**src/design/pudt_pkg.sv**
```systemverilog
`default_nettype none

package pudt_pkg;

   // Field widths fixed by the point format.
   localparam int COORD_W = 16;
   localparam int OUT_W   = 19;
   localparam int ROW_W   = 64;
   localparam int BYTE_W  = 8;
   localparam int PROD_W  = 2 * COORD_W;

   // Saturation limits of a transformed coordinate.
   localparam int OUT_MAX = 262143;
   localparam int OUT_MIN = -262144;

   // Reset contents of the transform rows: identity with no translation.
   localparam logic [ROW_W-1:0] ROW_X_RESET = 64'd16384;
   localparam logic [ROW_W-1:0] ROW_Y_RESET = 64'd1073741824;
   localparam logic [ROW_W-1:0] ROW_Z_RESET = 64'd70368744177664;
   localparam logic [BYTE_W-1:0] KEEP_EVERY_RESET = 8'd1;

   typedef logic signed [COORD_W-1:0] coord_type;
   typedef logic signed [OUT_W-1:0] out_type;
   typedef logic [BYTE_W-1:0] byte_type;
   typedef logic [ROW_W-1:0] row_type;

   // Register indexes of the configuration port.
   typedef enum logic [1:0] {
      CSR_ROW_X      = 2'd0,
      CSR_ROW_Y      = 2'd1,
      CSR_ROW_Z      = 2'd2,
      CSR_KEEP_EVERY = 2'd3
   } csr_index_type;

   // Load enables for the two arithmetic stages of a transform row.
   typedef struct packed {
      logic prod;
      logic out;
   } stage_en_type;

endpackage

`default_nettype wire

```
**src/design/pudt_row.sv**
```systemverilog
`default_nettype none

module pudt_row #(
   parameter int COEF_FRAC_BITS = 14
) (
   input  logic                   clock,
   input  pudt_pkg::stage_en_type stage_en,
   input  pudt_pkg::row_type      row,
   input  pudt_pkg::coord_type    px,
   input  pudt_pkg::coord_type    py,
   input  pudt_pkg::coord_type    pz,
   output pudt_pkg::out_type      q
);
   import pudt_pkg::*;

   // Four guard bits cover the three products, the rounding constant and the translation.
   localparam int SUM_W = PROD_W + 4;
   localparam logic signed [SUM_W-1:0] ROUND  = SUM_W'(1) <<< (COEF_FRAC_BITS - 1);
   localparam logic signed [SUM_W-1:0] SAT_HI = SUM_W'(OUT_MAX);
   localparam logic signed [SUM_W-1:0] SAT_LO = SUM_W'(OUT_MIN);

   coord_type                coef_x;
   coord_type                coef_y;
   coord_type                coef_z;
   coord_type                trans;
   logic signed [PROD_W-1:0] prod_x_in;
   logic signed [PROD_W-1:0] prod_y_in;
   logic signed [PROD_W-1:0] prod_z_in;
   logic signed [PROD_W-1:0] prod_x_ff;
   logic signed [PROD_W-1:0] prod_y_ff;
   logic signed [PROD_W-1:0] prod_z_ff;
   logic signed [SUM_W-1:0]  sum;
   logic signed [SUM_W-1:0]  rounded;
   logic signed [SUM_W-1:0]  total;
   out_type                  q_in;
   out_type                  q_ff;

   // Unpack the row and form the three coefficient products.
   always_comb begin
      coef_x    = row[15:0];
      coef_y    = row[31:16];
      coef_z    = row[47:32];
      trans     = row[63:48];
      prod_x_in = coef_x * px;
      prod_y_in = coef_y * py;
      prod_z_in = coef_z * pz;
   end

   always_ff @(posedge clock) begin
      if (stage_en.prod) begin
         prod_x_ff <= prod_x_in;
         prod_y_ff <= prod_y_in;
         prod_z_ff <= prod_z_in;
      end
   end

   // Sum, round half up to whole millimetres, translate and saturate.
   always_comb begin
      sum     = SUM_W'(prod_x_ff) + SUM_W'(prod_y_ff) + SUM_W'(prod_z_ff) + ROUND;
      rounded = sum >>> COEF_FRAC_BITS;
      total   = rounded + SUM_W'(trans);
      if (total > SAT_HI) begin
         q_in = OUT_W'(SAT_HI);
      end else if (total < SAT_LO) begin
         q_in = OUT_W'(SAT_LO);
      end else begin
         q_in = OUT_W'(total);
      end
   end

   always_ff @(posedge clock) begin
      if (stage_en.out) begin
         q_ff <= q_in;
      end
   end

   assign q = q_ff;

endmodule

`default_nettype wire

```
**config.mk**
```make
export PLATFORM = sky130hd
export DESIGN_NAME = pudt_row
export DESIGN_NICKNAME = d
export VERILOG_FILES = /design/src/design/pudt_pkg.sv /design/src/design/pudt_row.sv
export SDC_FILE = /design/constraint.sdc
export NUM_CORES = 2
export LEC_CHECK = 0
export BUFFER_PORTS_ARGS = -buffer_cell sky130_fd_sc_hd__buf_2
export CAP_MARGIN = 20
export CORE_MARGIN = 1
export CORE_UTILIZATION = 55
export CTS_CLUSTER_DIAMETER = 120
export DETAILED_ROUTE_END_ITERATION = 7
export PLACE_DENSITY = 0.71
export SKIP_LAST_GASP = 1
export SLEW_MARGIN = 20
export SYNTH_ARGS = -nofsm -noshare
export SYNTH_HDL_FRONTEND = slang
export SYNTH_SLANG_ARGS = --single-unit
```
**constraint.sdc**
```tcl
create_clock -name clock -period 9.3 [get_ports clock]
set_input_delay 1.86 -clock clock [delete_from_list [all_inputs] [get_ports clock]]
set_output_delay 1.86 -clock clock [all_outputs]
set_load 0.01 [all_outputs]
```
==> results.py <==
metrics = {
    "floorplanning": {
        "core-area_mm2": 0.06575,
        "die_y_um": 259.8,
        "die_width_um": 259.8,
        "start_util_pct": 55.58,
        "die_area_mm2": 0.06747,
        "io_pins": 134,
        "rows": 94,
    },
    "critical_path": {
        "crit_slowest_cell": "fa_1",
        "path_class": "in2reg",
        "worstPathCellList": "buf_2 > nand2_1 > fa_1 > inv_1 > fa_1 > inv_1 > fa_1 > fa_1 > fa_1 > fa_1 > inv_1 > ha_1 > nand3_1 > nor2_1 > nand2_1 > a211oi_1 > o2111ai_1 > a41oi_1 > nor4_1 > a311oi_1",
        "max_stage_delay_ns": 0.85,
        "cp-end-kind": "register",
        "cp.required_ns": 9.54,
        "cp.buffers_inverters": 4,
        "crit_path_frequent_cell": "fa_1",
        "start_kind": "input port",
        "arrival_ns": 8.08,
        "cp_top_family": "adder cells",
        "crit_fanout": 16,
    },
    "final_layout": {
        "seq_area_mm2": 0.003453,
        "diodes": 0,
        "finalNonFillerCells": 4752,
        "multiInputGateArea_mm2": 0.02895,
        "finalNetCount": 5143,
        "fillers": 5664,
        "syn2layout_area_growth_pct": 5.307,
        "drive_above_1_share_pct": 5.144,
    },
    "global_route": {
        "grt_pass1_wl_mm": 132.2,
        "first_global_vias": 26616,
        "antenna_found_initial": 0,
        "grt_max_degree": 65,
        "gr-total-overflow": 0,
        "grt_util_all_layers_pct": 24.53,
    },
    "yosys": {
        "synth_area_mm2": 0.03654,
        "yosysWarnings": 0,
        "synth_edf_count": 115,
        "synth_fp_nets": 5097,
        "ys_seq_area_share_pct": 9.451,
        "ys_types": 68,
        "synth_ff_type": "edfxtp_1",
        "syn_area_per_cell_um2": 9.543,
        "ys_ff_latch": 115,
        "async_flop_share_pct": 0,
        "syn-instance-count": 3829,
    },
    "routing": {
        "drc": 0,
        "dr.pass1.iters": 5,
        "via_per_inst": 5.262,
        "vias": 25005,
        "initialDrtViolationCount": 1488,
        "routedWlPerCell_um": 16.48,
        "wirelength_mm": 78.29,
        "drtAntennaViolNets": 0,
    },
    "timing": {
        "fmax_mhz": 127.5,
        "fin_tns_setup_ns": 0,
        "slew_violations": 0,
        "post-route-min-period_ns": 7.841,
        "fin_skew_ns": 0.008538,
        "setup_ws_ns": 1.459,
        "hold_viol": 0,
        "worst_pin_slew_ns": 0.8470,
        "min_period_over_period_pct": 84.32,
        "setup_viol": 0,
        "relSlewSlack_pct": 43.53,
        "rsz0062_at_grt": "no",
    },
    "placement": {
        "dp_hpwl_mm": 65.99,
        "gp_congestion": 0.8855,
        "port_buffers": 133,
        "placedCellCount": 4720,
        "post-place-ws_ns": 1.098,
    },
    "clock_network": {
        "clock_sinks": 115,
        "ctsResizeCount": 0,
        "htreeDepth": 4,
        "insertion_delay_ns": 0.41,
        "numCtsBuffers": 17,
        "holdBufCountCts": 0,
        "root_buffer": "clkbuf_16",
        "cts_setup_buffers": 0,
        "clk_path_buf_depth": 2,
        "cts_tree": "yes",
        "path_clk_slew_ns": 0.06,
    },
    "job": {
        "maxCapViolCount": 0,
    },
    "run_status": {
        "status": "complete, no violations",
    },
    "worst_hold_path": {
        "hold_path.class": "reg2reg",
    },
}
cell usage in the layout (no fill, tap or decap), drive strengths merged, types with 4 or more instances in the layout:
cell type | synthesis | routed
and2 | 318 | 318
o21a | 13 | 13
nand2 | 453 | 453
o2111ai | 5 | 5
nand2b | 55 | 55
ha | 335 | 335
or3 | 4 | 4
xor2 | 34 | 34
and3 | 5 | 5
clkinv | 0 | 5
nor2b | 10 | 10
a21oi | 92 | 92
nand3 | 27 | 27
a31oi | 13 | 13
inv | 989 | 996
xnor2 | 100 | 100
clkbuf | 103 | 17
a21o | 72 | 72
or2 | 6 | 6
a211o | 8 | 8
o21ai | 62 | 62
fa | 818 | 818
o21bai | 19 | 19
o211ai | 4 | 4
nand4 | 13 | 13
a31o | 4 | 4
a2111oi | 5 | 5
a211oi | 13 | 13
o31ai | 5 | 5
edfxtp | 115 | 115
nor2 | 63 | 63
a311oi | 4 | 4
nor3 | 15 | 15
buf | 5 | 135
and4 | 4 | 4
cell type report:
type	count	area share [%]
repair buffers	135	1.775
well taps	864	2.809
inverters	989	9.648
clock inverters	15	0.4487
multi-input cells	2617	75.24
clock buffers	17	1.106
flip-flops and latches	115	8.974
worst reg2reg max path, delay by kind of cell (launching register included):
family	cells	cell delay (ns)
adders and majority gates	4	1.49
AOI/OAI and AO/OA	15	4.25
xor gates and xnor gates	1	0.29
buffers and inverters	2	0.11
and+or+nand+nor	2	0.28
DFF	1	0.33
sequential cells by signal (all words and copies together), names as in the netlist:
signal     count
prod_y_ff     32
q             19
prod_z_ff     32
prod_x_ff     32
cells in the mapped netlist (all sizes together) (3+ instances only):
| master | n | share of area (%) |
|---|---|---|
| a2111oi | 5 | 0.15 |
| a211o | 8 | 0.19 |
| a211oi | 13 | 0.27 |
| a21o | 72 | 1.5 |
| a21oi | 92 | 1.3 |
| a311oi | 4 | 0.096 |
| a31o | 4 | 0.096 |
| a31oi | 13 | 0.28 |
| and2 | 318 | 5.4 |
| and3 | 5 | 0.086 |
| and4 | 4 | 0.096 |
| buf | 5 | 0.099 |
| clkbuf | 103 | 1.1 |
| edfxtp | 115 | 9.5 |
| fa | 818 | 45 |
| ha | 335 | 11 |
| inv | 989 | 10 |
| nand2 | 453 | 4.7 |
| nand2b | 55 | 0.95 |
| nand3 | 27 | 0.37 |
| nand4 | 13 | 0.22 |
| nor2 | 63 | 0.65 |
| nor2b | 10 | 0.17 |
| nor3 | 15 | 0.21 |
| nor3b | 3 | 0.062 |
| nor4 | 3 | 0.051 |
| o2111ai | 5 | 0.12 |
| o211ai | 4 | 0.096 |
| o21a | 13 | 0.27 |
| o21ai | 62 | 0.94 |
| o21bai | 19 | 0.39 |
| o221ai | 3 | 0.072 |
| o31a | 3 | 0.072 |
| o31ai | 5 | 0.12 |
| or2 | 6 | 0.10 |
| or3 | 4 | 0.068 |
| xnor2 | 100 | 2.4 |
| xor2 | 34 | 0.81 |
per-layer routing:
layer	wire, um	global-route usage, %	vias up
met3	4280	2.641	112
met5	0	0	-
met4	1496	5.049	0
li1	-	-	11566
met2	37680	41.05	728
met1	34830	34.65	12599
stage by stage:
stage               area (um2)  utilization [%]  hold slack, ns
finish                   38480            58.53           1.406
global route             38480            58.53           1.524
CTS                      38480            58.53           1.431
detailed placement       37880            57.62           1.398
global placement         37880            57.62           1.383
floorplan                36540                -           1.168
kinds of logic (layout without fill, tap and decap cells):
family | Yosys count | in the layout | share of synthesized area (%)
and+or+nand+nor | 986 | 986 | 13.30
muxes | 3 | 3 | 0.08560
adders and majority gates | 1153 | 1153 | 56.29
xor gates and xnor gates | 134 | 134 | 3.212
AOI/OAI and AO/OA | 341 | 341 | 6.349
buffers and inverters | 1097 | 1156 | 11.32
DFF | 115 | 115 | 9.451
worst paths after layout:
path	start	end	slack [ns]	depth (start not counted)
max	px[2]	prod_x_ff[31]$_DFFE_PP_	1.46	20
min	prod_z_ff[13]$_DFFE_PP_	q[0]$_SDFFCE_PN1P_	1.41	6
max reg2reg	prod_x_ff[6]$_DFFE_PP_	q[17]$_SDFFCE_PN1P_	2.25	24
min reg2reg	prod_z_ff[13]$_DFFE_PP_	q[0]$_SDFFCE_PN1P_	1.41	6
Power is left out: the tool's default activity adds up to more than one toggle a clock period on the data nets, which glitch-free logic cannot reach.
