==> config.mk <==
export PLATFORM = sky130hd
export DESIGN_NAME = pudt_decim
export DESIGN_NICKNAME = d
export VERILOG_FILES = /design/src/design/pudt_pkg.sv /design/src/design/pudt_decim.sv
export SDC_FILE = /design/constraint.sdc
export NUM_CORES = 1
export LEC_CHECK = 0
export ABC_CLOCK_PERIOD_IN_PS = 2700
export BUFFER_PORTS_ARGS = -buffer_cell sky130_fd_sc_hd__buf_2
export CAP_MARGIN = 20
export CORE_AREA = 2 2 41 43
export DETAILED_ROUTE_END_ITERATION = 6
export DIE_AREA = 0 0 43 45
export PLACE_DENSITY_LB_ADDON = 0.15
export SYNTH_ARGS = -nofsm -noshare
export SYNTH_HDL_FRONTEND = slang
export SYNTH_SLANG_ARGS = --single-unit
export TNS_END_PERCENT = 30
==> constraint.sdc <==
create_clock -name clock -period 2.7 [get_ports clock]
set_clock_uncertainty 0.05 [all_clocks]
set_input_delay 0.27 -clock clock [delete_from_list [all_inputs] [get_ports clock]]
set_output_delay 0.27 -clock clock [all_outputs]
set_load 0.01 [all_outputs]
==> src/design/pudt_pkg.sv <==
`default_nettype none

package pudt_pkg;

   // Field widths fixed by the point format.
   localparam int COORD_W = 16;
   localparam int OUT_W   = 19;
   localparam int ROW_W   = 64;
   localparam int BYTE_W  = 8;
   localparam int PROD_W  = 2 * COORD_W;

   // Saturation limits of a transformed coordinate.
   localparam int OUT_MAX = 262143;
   localparam int OUT_MIN = -262144;

   // Reset contents of the transform rows: identity with no translation.
   localparam logic [ROW_W-1:0] ROW_X_RESET = 64'd16384;
   localparam logic [ROW_W-1:0] ROW_Y_RESET = 64'd1073741824;
   localparam logic [ROW_W-1:0] ROW_Z_RESET = 64'd70368744177664;
   localparam logic [BYTE_W-1:0] KEEP_EVERY_RESET = 8'd1;

   typedef logic signed [COORD_W-1:0] coord_type;
   typedef logic signed [OUT_W-1:0] out_type;
   typedef logic [BYTE_W-1:0] byte_type;
   typedef logic [ROW_W-1:0] row_type;

   // Register indexes of the configuration port.
   typedef enum logic [1:0] {
      CSR_ROW_X      = 2'd0,
      CSR_ROW_Y      = 2'd1,
      CSR_ROW_Z      = 2'd2,
      CSR_KEEP_EVERY = 2'd3
   } csr_index_type;

   // Load enables for the two arithmetic stages of a transform row.
   typedef struct packed {
      logic prod;
      logic out;
   } stage_en_type;

endpackage

`default_nettype wire

==> src/design/pudt_decim.sv <==
`default_nettype none

module pudt_decim (
   input  logic                   clock,
   input  logic                   reset,
   input  logic                   step,
   input  logic                   eof,
   input  logic [7:0]             keep_every,
   output logic                   keep
);
   import pudt_pkg::*;

   logic [7:0] phase_ff;
   logic [7:0] phase_in;
   logic [7:0] factor;
   logic [8:0] next_phase;
   logic       wrap;

   // A factor of zero behaves as one, so every point is kept.
   always_comb begin
      factor     = (keep_every == 8'd0) ? 8'd1 : keep_every;
      next_phase = {1'b0, phase_ff} + 9'd1;
      wrap       = eof || (next_phase >= {1'b0, factor});
      if (step) begin
         phase_in = wrap ? 8'd0 : next_phase[7:0];
      end else begin
         phase_in = phase_ff;
      end
      keep = (phase_ff == 8'd0);
   end

   // Phase within the current decimation group.
   always_ff @(posedge clock) begin
      if (reset) begin
         phase_ff <= 8'd0;
      end else begin
         phase_ff <= phase_in;
      end
   end

   // The phase always wraps before it can reach the top code.
   a_phase_below_top: assert property (@(posedge clock) disable iff (reset)
      phase_ff != 8'hFF)
      else $error("decimation phase reached its top code");

   // The item after an end of frame always starts a new group.
   a_eof_restarts: assert property (@(posedge clock) disable iff (reset)
      (step && eof) |=> (phase_ff == 8'd0))
      else $error("phase did not restart after end of frame");

   // With a factor of one or zero every point is kept.
   a_keep_all: assert property (@(posedge clock) disable iff (reset)
      (step && (keep_every <= 8'd1)) |=> keep)
      else $error("point dropped although every point should be kept");

endmodule

`default_nettype wire

==> reports/metrics.cfg, run 1 <==
[outcome]
outcome = finished, final reports clean

[logic_synthesis]
yosysTopAreaCellShare = 0.217
synthCells = 93
ys_types = 28
netlist.top_cell.by_area = dfxtp_1
syn_avg_cell_area_um2 = 7.92
yosysWarnings = 0
ys_seq_area_frac = 0.217
yosys-top-cells-area = dfxtp_1, ha_1, nand4_1
ys_ff_latch = 8
synth_area_um2 = 737
syn-num-nets = 115

[critical_path]
critical_path_class = flip-flop to flip-flop
start_kind = flip-flop
critPathMaxFanout = 9
cp-end-kind = flip-flop
arrival_ns = 2.62
r2r-start = phase_ff[0]$_SDFFE_PP0P_
r2r_cells = 10
crit_path_start = phase_ff[0]$_SDFFE_PP0P_
critPathRequiredTime_ns = 2.83

[floorplanning]
coreArea_um2 = 1470
die_y_um = 45
dieArea_um2 = 1940
start_util = 0.501
io_pins = 13
fp.dieW_um = 43
placementRows = 14

[clock_network]
numCtsBuffers = 3
clkTransAtPathRegs_ns = 0.06
cts_root_buf = clkbuf_4
cts.htree.levels = 1
cts_setup_buffers = 0
cts_sinks = 8
cts_hold_buf = 0
clockBufferDepth = 2
cts_tree = yes
clock_latency_ns = 0.25

[finish]
n_antenna_cell = 0
area_growth_pct = 10.4
largest_register = phase_ff
largest_reg_flops = 8
layout_commonest_cell = buf_2
layout.nets = 127
reg_top3 = phase_ff (8)
final_cell_mix = buf_2, inv_1, a21oi_1, ha_1, nand4_1
post-route-util = 0.553
drive_gt1_frac = 0.194

[grt]
grt_antenna_before_repair = 0
grt.met3_usage = 0.0640
grt_use_met1 = 0.241
overflow = 0
use_met2 = 0.324
grt_pass1_wl_um = 2740
top_usage_layer = met2
grt_usage = 0.191
grt_pass1_vias = 633
grt_max_degree = 17

[sta]
final-max-slew-violation-count = 0
max_slew.worst_pin.slew_ns = 0.330
slew_headroom = 0.780
rsz0062_at_grt = no
max_freq_ghz = 0.402
period_share = 0.921
period_minus_slack_ns = 2.49
hold_viol = 0
fin_tns_setup_ns = 0
setup_viol = 0

[power]
power_density_nw_per_um2 = 310
p_comb_frac = 0.151
clkPwrFrac = 0.369
p_leak_uw = 0.000370
pwr-share-seq = 0.480
switchingPower_uw = 64.0
switching_share = 0.254
vdd_drop_max_mv = 0.304
intPower_uw = 188

[worst_hold_path]
hp-start = reset
worst_hold_path_type = primary input to flip-flop
holdPathStages = 2

[routing]
routed_wl_um = 1490
vias = 651
wl_per_cell_um = 12.5
dr.first_iter.drc_count = 9
routed_via_density = 5.47
drc = 0
first_pass_iters = 4
drtAntennaViolNets = 0

[place]
dp_hpwl_um = 1160
numPortBuffers = 12
place_congestion = 0.797

[run]
timing.max_cap.violations = 0

-- path summary, 6_finish.rpt --
kind	end	slack [ns]
setup reg to reg	phase_ff[4]$_SDFFE_PP0P_	0.21
hold reg to reg	phase_ff[1]$_SDFFE_PP0P_	0.48
hold / removal	phase_ff[6]$_SDFFE_PP0P_	0.23
setup / recovery	phase_ff[4]$_SDFFE_PP0P_	0.21
-- layer usage --
layer | up-vias | part of all wire
li1 | 345 | -
met2 | 4 | 0.48
met5 | - | 0
met4 | 0 | 0
met3 | 0 | 0.024
met1 | 302 | 0.50
-- Yosys cell counts --
cell type	n
a211o_1	1
a21oi_1	10
a21oi_2	1
a31oi_1	1
a41o_1	1
buf_2	2
buf_4	1
buf_6	1
clkbuf_2	1
dfxtp_1	8
ha_1	10
inv_1	11
nand2_1	3
nand2b_1	7
nand3_1	4
nand3_2	1
nand4_1	9
nor2_1	5
nor2_2	2
nor2b_1	1
nor4_1	2
o211ai_1	1
o221ai_1	1
or2b_1	2
or4b_1	1
xnor2_1	2
xor2_1	3
xor2_2	1
-- stage by stage --
stage               total power (µW)  setup WS (ns)  std cells  instance area [µm²]  hold slack [ns]
detailed placement               161          0.174        116                  783            0.466
floorplan                        147          0.436         93                  737            0.397
CTS                              255          0.138        119                  806            0.226
finish                           252          0.212        119                  813            0.230
global placement                 161          0.254        116                  783            0.461
global route                     273        0.00474        119                  813            0.226
-- kinds of logic after synthesis --
family	Yosys count	share of synthesized area
flip-flops	8	0.217
AO/OA/AOI/OAI	16	0.136
AND/OR/NAND/NOR	37	0.294
XOR/XNOR	6	0.0815
adder cells (fa/ha/maj)	10	0.170
buffers and inverters	16	0.102
-- area by class of cell --
cell class | count | area (µm²)
clock buffer | 3 | 22.5
fill | 147 | 658
inverter | 11 | 41.3
multi-input combinational | 69 | 509
sequential | 8 | 160
tap | 16 | 20.0
timing repair buffer | 12 | 60.1
-- worst max-delay path, cell delays in order (launching register included) --
cell      delay (ns)
dfxtp_1         0.40
ha_1            0.27
nand3_2         0.16
nor2_2          0.18
xor2_2          0.16
ha_1            0.26
a21oi_1         0.15
o221ai_1        0.19
a21oi_4         0.27
nand4_1         0.14
a31oi_1         0.18
-- repair_timing --
| action | CTS | global route |
|---|---|---|
| hold endpoints to repair | 0 | 0 |
| gates resized for setup | 0 | 1 |
| setup endpoints to repair | 0 | 7 |
-- power by group through the flow --
stage / combinational (µW) / sequential [µW] / clock [µW]
2_1_floorplan: 24.0 / 123 / 0
3_3_place_gp: 37.4 / 123 / 0
3_5_place_dp: 37.7 / 124 / 0
4_1_cts: 37.9 / 121 / 96.2
5_1_grt: 45.3 / 121 / 107
6_report: 38.1 / 121 / 92.8
(Power assumes the default switching activity.)
==> run 2: changes to the inputs <==
--- a/config.mk
+++ b/config.mk
@@ -7,5 +7,5 @@
 export LEC_CHECK = 0
 export ABC_CLOCK_PERIOD_IN_PS = 2700
-export BUFFER_PORTS_ARGS = -buffer_cell sky130_fd_sc_hd__buf_2
+export BUFFER_PORTS_ARGS = -buffer_cell sky130_fd_sc_hd__buf_4
 export CAP_MARGIN = 20
 export CORE_AREA = 2 2 41 43
==> constraint.sdc (replaced) <==
create_clock -name clock -period 2.7 [get_ports clock]
set_clock_uncertainty 0.05 [all_clocks]
set_input_delay 0.135 -clock clock [delete_from_list [all_inputs] [get_ports clock]]
set_output_delay 0.135 -clock clock [all_outputs]
set_load 0.01 [all_outputs]
==> reports/metrics.cfg, run 2 (synthesized netlist as in run 1, its figures left out) <==
[place]
numPortBuffers = 12  ; unchanged
dp_hpwl_um = 1120  ; was 1160 µm
place_congestion = 0.793  ; was 0.797
placed_cells = 116  ; unchanged

[floorplanning]
fp.dieW_um = 43  ; unchanged
coreArea_um2 = 1470  ; unchanged
placementRows = 14  ; unchanged
start_util = 0.501  ; unchanged
dieArea_um2 = 1940  ; unchanged
die_y_um = 45  ; unchanged
io_pins = 13  ; unchanged

[critical_path]
cp-end-kind = flip-flop  ; unchanged
r2r_slack_ns = 0.22  ; was 0.21 ns
crit_path_start = phase_ff[0]$_SDFFE_PP0P_  ; unchanged
crit_path_top_delay_cell = dfxtp_1  ; unchanged
crit_end = phase_ff[2]$_SDFFE_PP0P_  ; was phase_ff[4]$_SDFFE_PP0P_
critical_path_class = flip-flop to flip-flop  ; unchanged
r2r-start = phase_ff[0]$_SDFFE_PP0P_  ; unchanged
max_stage_delay_ns = 0.41  ; was 0.40 ns
r2r_cells = 10  ; unchanged
path_depth = 10  ; unchanged
critPathMaxFanout = 9  ; unchanged
cp_top_family = compound AO/OA/AOI/OAI gates  ; unchanged
cp_cell_sequence = ha_1 > nand3_2 > nor2_2 > xor2_2 > ha_1 > a21oi_1 > o221ai_1 > a21oi_4 > o211ai_1 > a21oi_1  ; was ha_1 > nand3_2 > nor2_2 > xor2_2 > ha_1 > a21oi_1 > o221ai_1 > a21oi_4 > nand4_1 > a31oi_1
worstReg2RegEnd = phase_ff[2]$_SDFFE_PP0P_  ; was phase_ff[4]$_SDFFE_PP0P_
start_kind = flip-flop  ; unchanged
critPathRequiredTime_ns = 2.83  ; about the same
path_buf_inv = 0  ; unchanged
arrival_ns = 2.61  ; was 2.62 ns

[finish]
largest_reg_flops = 8  ; unchanged
layout.nets = 127  ; unchanged
final_cell_mix = buf_4, inv_1, a21oi_1, ha_1, nand4_1  ; was buf_2, inv_1, a21oi_1, ha_1, nand4_1
post-route-util = 0.573  ; was 0.553
n_antenna_cell = 0  ; unchanged
drive_gt1_frac = 0.194  ; unchanged
area_growth_pct = 14.4  ; was 10.4%
largest_register = phase_ff  ; unchanged
layout_commonest_cell = buf_4  ; was buf_2
reg_top3 = phase_ff (8)  ; unchanged
finalNonFillerCells = 119  ; unchanged

[outcome]
outcome = finished, final reports clean  ; unchanged

[routing]
routed_wl_um = 1460  ; was 1490 µm
wl_per_cell_um = 12.3  ; was 12.5 µm
drc = 0  ; unchanged
first_pass_iters = 4  ; unchanged
drtAntennaViolNets = 0  ; unchanged
dr.first_iter.drc_count = 8  ; was 9
vias = 649  ; was 651
routed_via_density = 5.45  ; was 5.47

[clock_network]
clock_latency_ns = 0.25  ; about the same
cts_root_buf = clkbuf_4  ; unchanged
numCtsBuffers = 3  ; unchanged
cts_sinks = 8  ; unchanged
cts_tree = yes  ; unchanged
cts_hold_buf = 0  ; unchanged
cts.htree.levels = 1  ; unchanged
clockBufferDepth = 2  ; unchanged
clkTransAtPathRegs_ns = 0.05  ; was 0.06 ns

[grt]
grt_pass1_wl_um = 2520  ; was 2740 µm
grt_usage = 0.176  ; was 0.191
grt_antenna_before_repair = 0  ; unchanged
grt_max_degree = 17  ; unchanged
grt_pass1_vias = 603  ; was 633
overflow = 0  ; unchanged

[power]
power_density_nw_per_um2 = 301  ; was 310 nW/µm²
vdd_drop_max_mv = 0.323  ; was 0.304 mV
p_leak_uw = 0.000381  ; was 0.000370 µW

[sta]
max_freq_ghz = 0.403  ; was 0.402 GHz
rsz0062_at_grt = no  ; unchanged
fin_tns_setup_ns = 0  ; unchanged
max_slew.worst_pin.slew_ns = 0.287  ; was 0.330 ns
hold_viol = 0  ; unchanged
setup_viol = 0  ; unchanged
hold_ws_ns = 0.0684  ; was 0.230 ns
period_share = 0.919  ; was 0.921
period_minus_slack_ns = 2.48  ; was 2.49 ns
final-max-slew-violation-count = 0  ; unchanged
slew_headroom = 0.809  ; was 0.780

[run]
timing.max_cap.violations = 0  ; unchanged

[worst_hold_path]
worst_hold_path_type = primary input to flip-flop  ; unchanged

==> run 2: power breakdown <==
group	total, µW	internal [µW]	switching (µW)
combinational	43.3	22.6	20.7
sequential	121	119	1.68
clock	89.2	50.7	38.5
==> run 2: metal layers <==
layer	routed length [µm]	GRT usage	share of wire	vias up
li1	-	-	-	347
met1	723	0.220	0.50	295
met2	687	0.297	0.47	7
met3	49	0.0720	0.034	0
met4	0	0.0182	0	0
met5	0	0	0	-
==> run 2: what timing repair did <==
action                     in CTS  in global routing
gates resized for setup         0                  1
setup endpoints to repair       0                  8
setup buffers                   0                  0
==> run 2: area by class of cell <==
type	count	area, µm²
clock buffers	3	22.5
fillers	143	628
inverters	11	41.3
multi-input cells	69	509
flip-flops and latches	8	160
well taps	16	20.0
repair buffers	12	90.1
==> run 2: worst min-delay path by stage <==
| stage | startpoint | endpoint | slack (ns) | cells past startpoint |
|---|---|---|---|---|
| floorplan | step | phase_ff[0]$_SDFFE_PP0P_ | 0.26 | 2 |
| global placement | reset | phase_ff[3]$_SDFFE_PP0P_ | 0.32 | 2 |
| detailed placement | reset | phase_ff[3]$_SDFFE_PP0P_ | 0.32 | 2 |
| CTS | reset | phase_ff[3]$_SDFFE_PP0P_ | 0.06 | 2 |
| global route | reset | phase_ff[0]$_SDFFE_PP0P_ | 0.06 | 2 |
| finish | reset | phase_ff[7]$_SDFFE_PP0P_ | 0.07 | 2 |
==> run 2: metrics by stage <==
stage / cell area, µm² / power (µW) / setup slack (ns)
CTS: 836 / 256 / 0.159
global route: 843 / 270 / 0.0230
floorplan: 737 / 147 / 0.436
finish: 843 / 254 / 0.219
detailed placement: 813 / 166 / 0.207
global placement: 813 / 166 / 0.252
==> run 3: changes to the inputs <==
Settings changed: ABC_CLOCK_PERIOD_IN_PS 2700 to 2400.
Clock period 2.7 ns to 2.4 ns, I/O delays scaled along.
==> reports/metrics.cfg, run 3 (synthesized netlist as in run 1, its figures left out) <==
[grt]
grt_max_degree = 17  ; unchanged
grt_use_met1 = 0.253  ; was 0.220
top_usage_layer = met2  ; unchanged
overflow = 0  ; unchanged
grt_pass1_wl_um = 2980  ; was 2520 µm
grt_usage = 0.206  ; was 0.176
grt_antenna_before_repair = 0  ; unchanged
grt_pass1_vias = 708  ; was 603
use_met2 = 0.355  ; was 0.297
grt.met3_usage = 0.0640  ; was 0.0720

[sta]
fin_tns_setup_ns = 0  ; unchanged
slew_headroom = 0.805  ; was 0.809
setup_viol = 0  ; unchanged
max_freq_ghz = 0.439  ; was 0.403 GHz
hold_viol = 0  ; unchanged
max_slew.worst_pin.slew_ns = 0.293  ; was 0.287 ns
final-max-slew-violation-count = 0  ; unchanged
layout_setup_ws_ns = 0.123  ; was 0.219 ns
rsz0062_at_grt = no  ; unchanged
period_minus_slack_ns = 2.28  ; was 2.48 ns
period_share = 0.949  ; was 0.919

[clock_network]
numCtsBuffers = 3  ; unchanged
cts_root_buf = clkbuf_4  ; unchanged
cts_tree = yes  ; unchanged
clockBufferDepth = 2  ; unchanged
clock_latency_ns = 0.26  ; was 0.25 ns
cts.htree.levels = 1  ; unchanged
cts_sinks = 8  ; unchanged
clkTransAtPathRegs_ns = 0.05  ; about the same

[routing]
drc = 0  ; unchanged
wl_per_cell_um = 13.7  ; was 12.3 µm
dr.first_iter.drc_count = 17  ; was 8
first_pass_iters = 4  ; unchanged
drtAntennaViolNets = 0  ; unchanged
routed_via_density = 5.47  ; was 5.45
vias = 706  ; was 649
routed_wl_um = 1760  ; was 1460 µm

[place]
numPortBuffers = 12  ; unchanged
place_congestion = 0.808  ; was 0.793
place_area_um2 = 866  ; was 813 µm²
dpl_worst_slack_ns = -0.0288  ; was 0.207 ns
dp_hpwl_um = 1300  ; was 1120 µm

[power]
p_leak_uw = 0.000433  ; was 0.000381 µW
power_density_nw_per_um2 = 314  ; was 301 nW/µm²
vdd_drop_max_mv = 0.340  ; was 0.323 mV

[critical_path]
r2r_cells = 11  ; was 10
critPathRequiredTime_ns = 2.53  ; was 2.83 ns
cp-end-kind = flip-flop  ; unchanged
arrival_ns = 2.41  ; was 2.61 ns
critPathMaxFanout = 6  ; was 9
critical_path_class = flip-flop to flip-flop  ; unchanged
crit_path_start = phase_ff[1]$_SDFFE_PP0P_  ; was phase_ff[0]$_SDFFE_PP0P_
r2r_slack_ns = 0.12  ; was 0.22 ns
worstReg2RegEnd = phase_ff[4]$_SDFFE_PP0P_  ; was phase_ff[2]$_SDFFE_PP0P_
start_kind = flip-flop  ; unchanged
r2r-start = phase_ff[1]$_SDFFE_PP0P_  ; was phase_ff[0]$_SDFFE_PP0P_
crit_end = phase_ff[4]$_SDFFE_PP0P_  ; was phase_ff[2]$_SDFFE_PP0P_

[finish]
n_antenna_cell = 0  ; unchanged
largest_reg_flops = 8  ; unchanged
layout_commonest_cell = buf_4  ; unchanged
reg_top3 = phase_ff (8)  ; unchanged
design_area_um2 = 938  ; was 843 µm²
layout.nets = 137  ; was 127
final_cell_mix = buf_4, inv_1, nand4_1, a21oi_1, ha_1  ; was buf_4, inv_1, a21oi_1, ha_1, nand4_1
drive_gt1_frac = 0.310  ; was 0.194
nFillCells = 125  ; was 143
area_growth_pct = 27.3  ; was 14.4%
largest_register = phase_ff  ; unchanged

[floorplanning]
die_y_um = 45  ; unchanged
dieArea_um2 = 1940  ; unchanged
fp.dieW_um = 43  ; unchanged
start_util = 0.501  ; unchanged
coreArea_um2 = 1470  ; unchanged
io_pins = 13  ; unchanged
placementRows = 14  ; unchanged

[outcome]
outcome = finished, final reports clean  ; unchanged

[worst_hold_path]
worst_hold_path_type = primary input to flip-flop  ; unchanged

[run]
timing.max_cap.violations = 0  ; unchanged

-- run 3: worst max-delay path, cell delays in order, from the launching register on --
cell      delay [ns]
dfxtp_1         0.36
buf_4           0.14
nand4_1         0.13
nor2_1          0.15
xor2_1          0.24
ha_1            0.28
nand3_1         0.14
o221ai_2        0.13
a21oi_2         0.14
buf_4           0.16
nand4_1         0.09
a31oi_1         0.17
-- run 3: report_power, final --
group          switching [µW]  total, µW  internal [µW]  leakage [µW]
clock network            46.9        104           57.3     0.0000138
registers                1.44        136            134     0.0000655
logic                    25.9       55.0           29.1      0.000354
total                    74.2        295            221      0.000433
-- run 3: cell type report --
cell class | count | area, µm² | area share
multi-input cells | 69 | 527 | 0.561
repair buffers | 22 | 165 | 0.176
flip-flops and latches | 8 | 163 | 0.173
inverters | 11 | 41.3 | 0.0440
clock buffers | 3 | 22.5 | 0.0240
well taps | 16 | 20.0 | 0.0213
-- run 3: worst min path at each step --
stage,startpoint,end,depth (start not counted)
3_3_place_gp,reset,phase_ff[3]$_SDFFE_PP0P_,2
2_1_floorplan,step,phase_ff[0]$_SDFFE_PP0P_,2
3_5_place_dp,reset,phase_ff[2]$_SDFFE_PP0P_,2
5_1_grt,reset,phase_ff[7]$_SDFFE_PP0P_,2
4_1_cts,reset,phase_ff[7]$_SDFFE_PP0P_,2
6_report,reset,phase_ff[3]$_SDFFE_PP0P_,2
-- run 3: timing repair --
| action | in CTS | in global routing |
|---|---|---|
| hold buffers | 0 | 0 |
| pin swaps | 0 | 2 |
| endpoints found under the setup margin | 7 | 8 |
| setup buffers | 2 | 1 |
| gates resized for setup | 0 | 7 |
| hold endpoints to repair | 0 | 0 |
-- run 3: metrics by stage --
| step | utilization | total power (µW) | std cells | hold slack (ns) |
|---|---|---|---|---|
| after global routing | 0.638 | 311 | 129 | 0.0423 |
| after CTS | 0.614 | 296 | 128 | 0.0376 |
| after floorplan | - | 166 | 93 | 0.247 |
| after detailed placement | 0.588 | 190 | 123 | 0.308 |
| final | 0.638 | 295 | 129 | 0.0320 |
| after global placement | 0.588 | 188 | 123 | 0.305 |
-- run 3: per-layer routing --
metal | part of all wire | vias to the layer above
met5 | 0 | -
li1 | - | 365
met2 | 0.51 | 10
met4 | 0.012 | 0
met3 | 0.030 | 2
met1 | 0.44 | 329
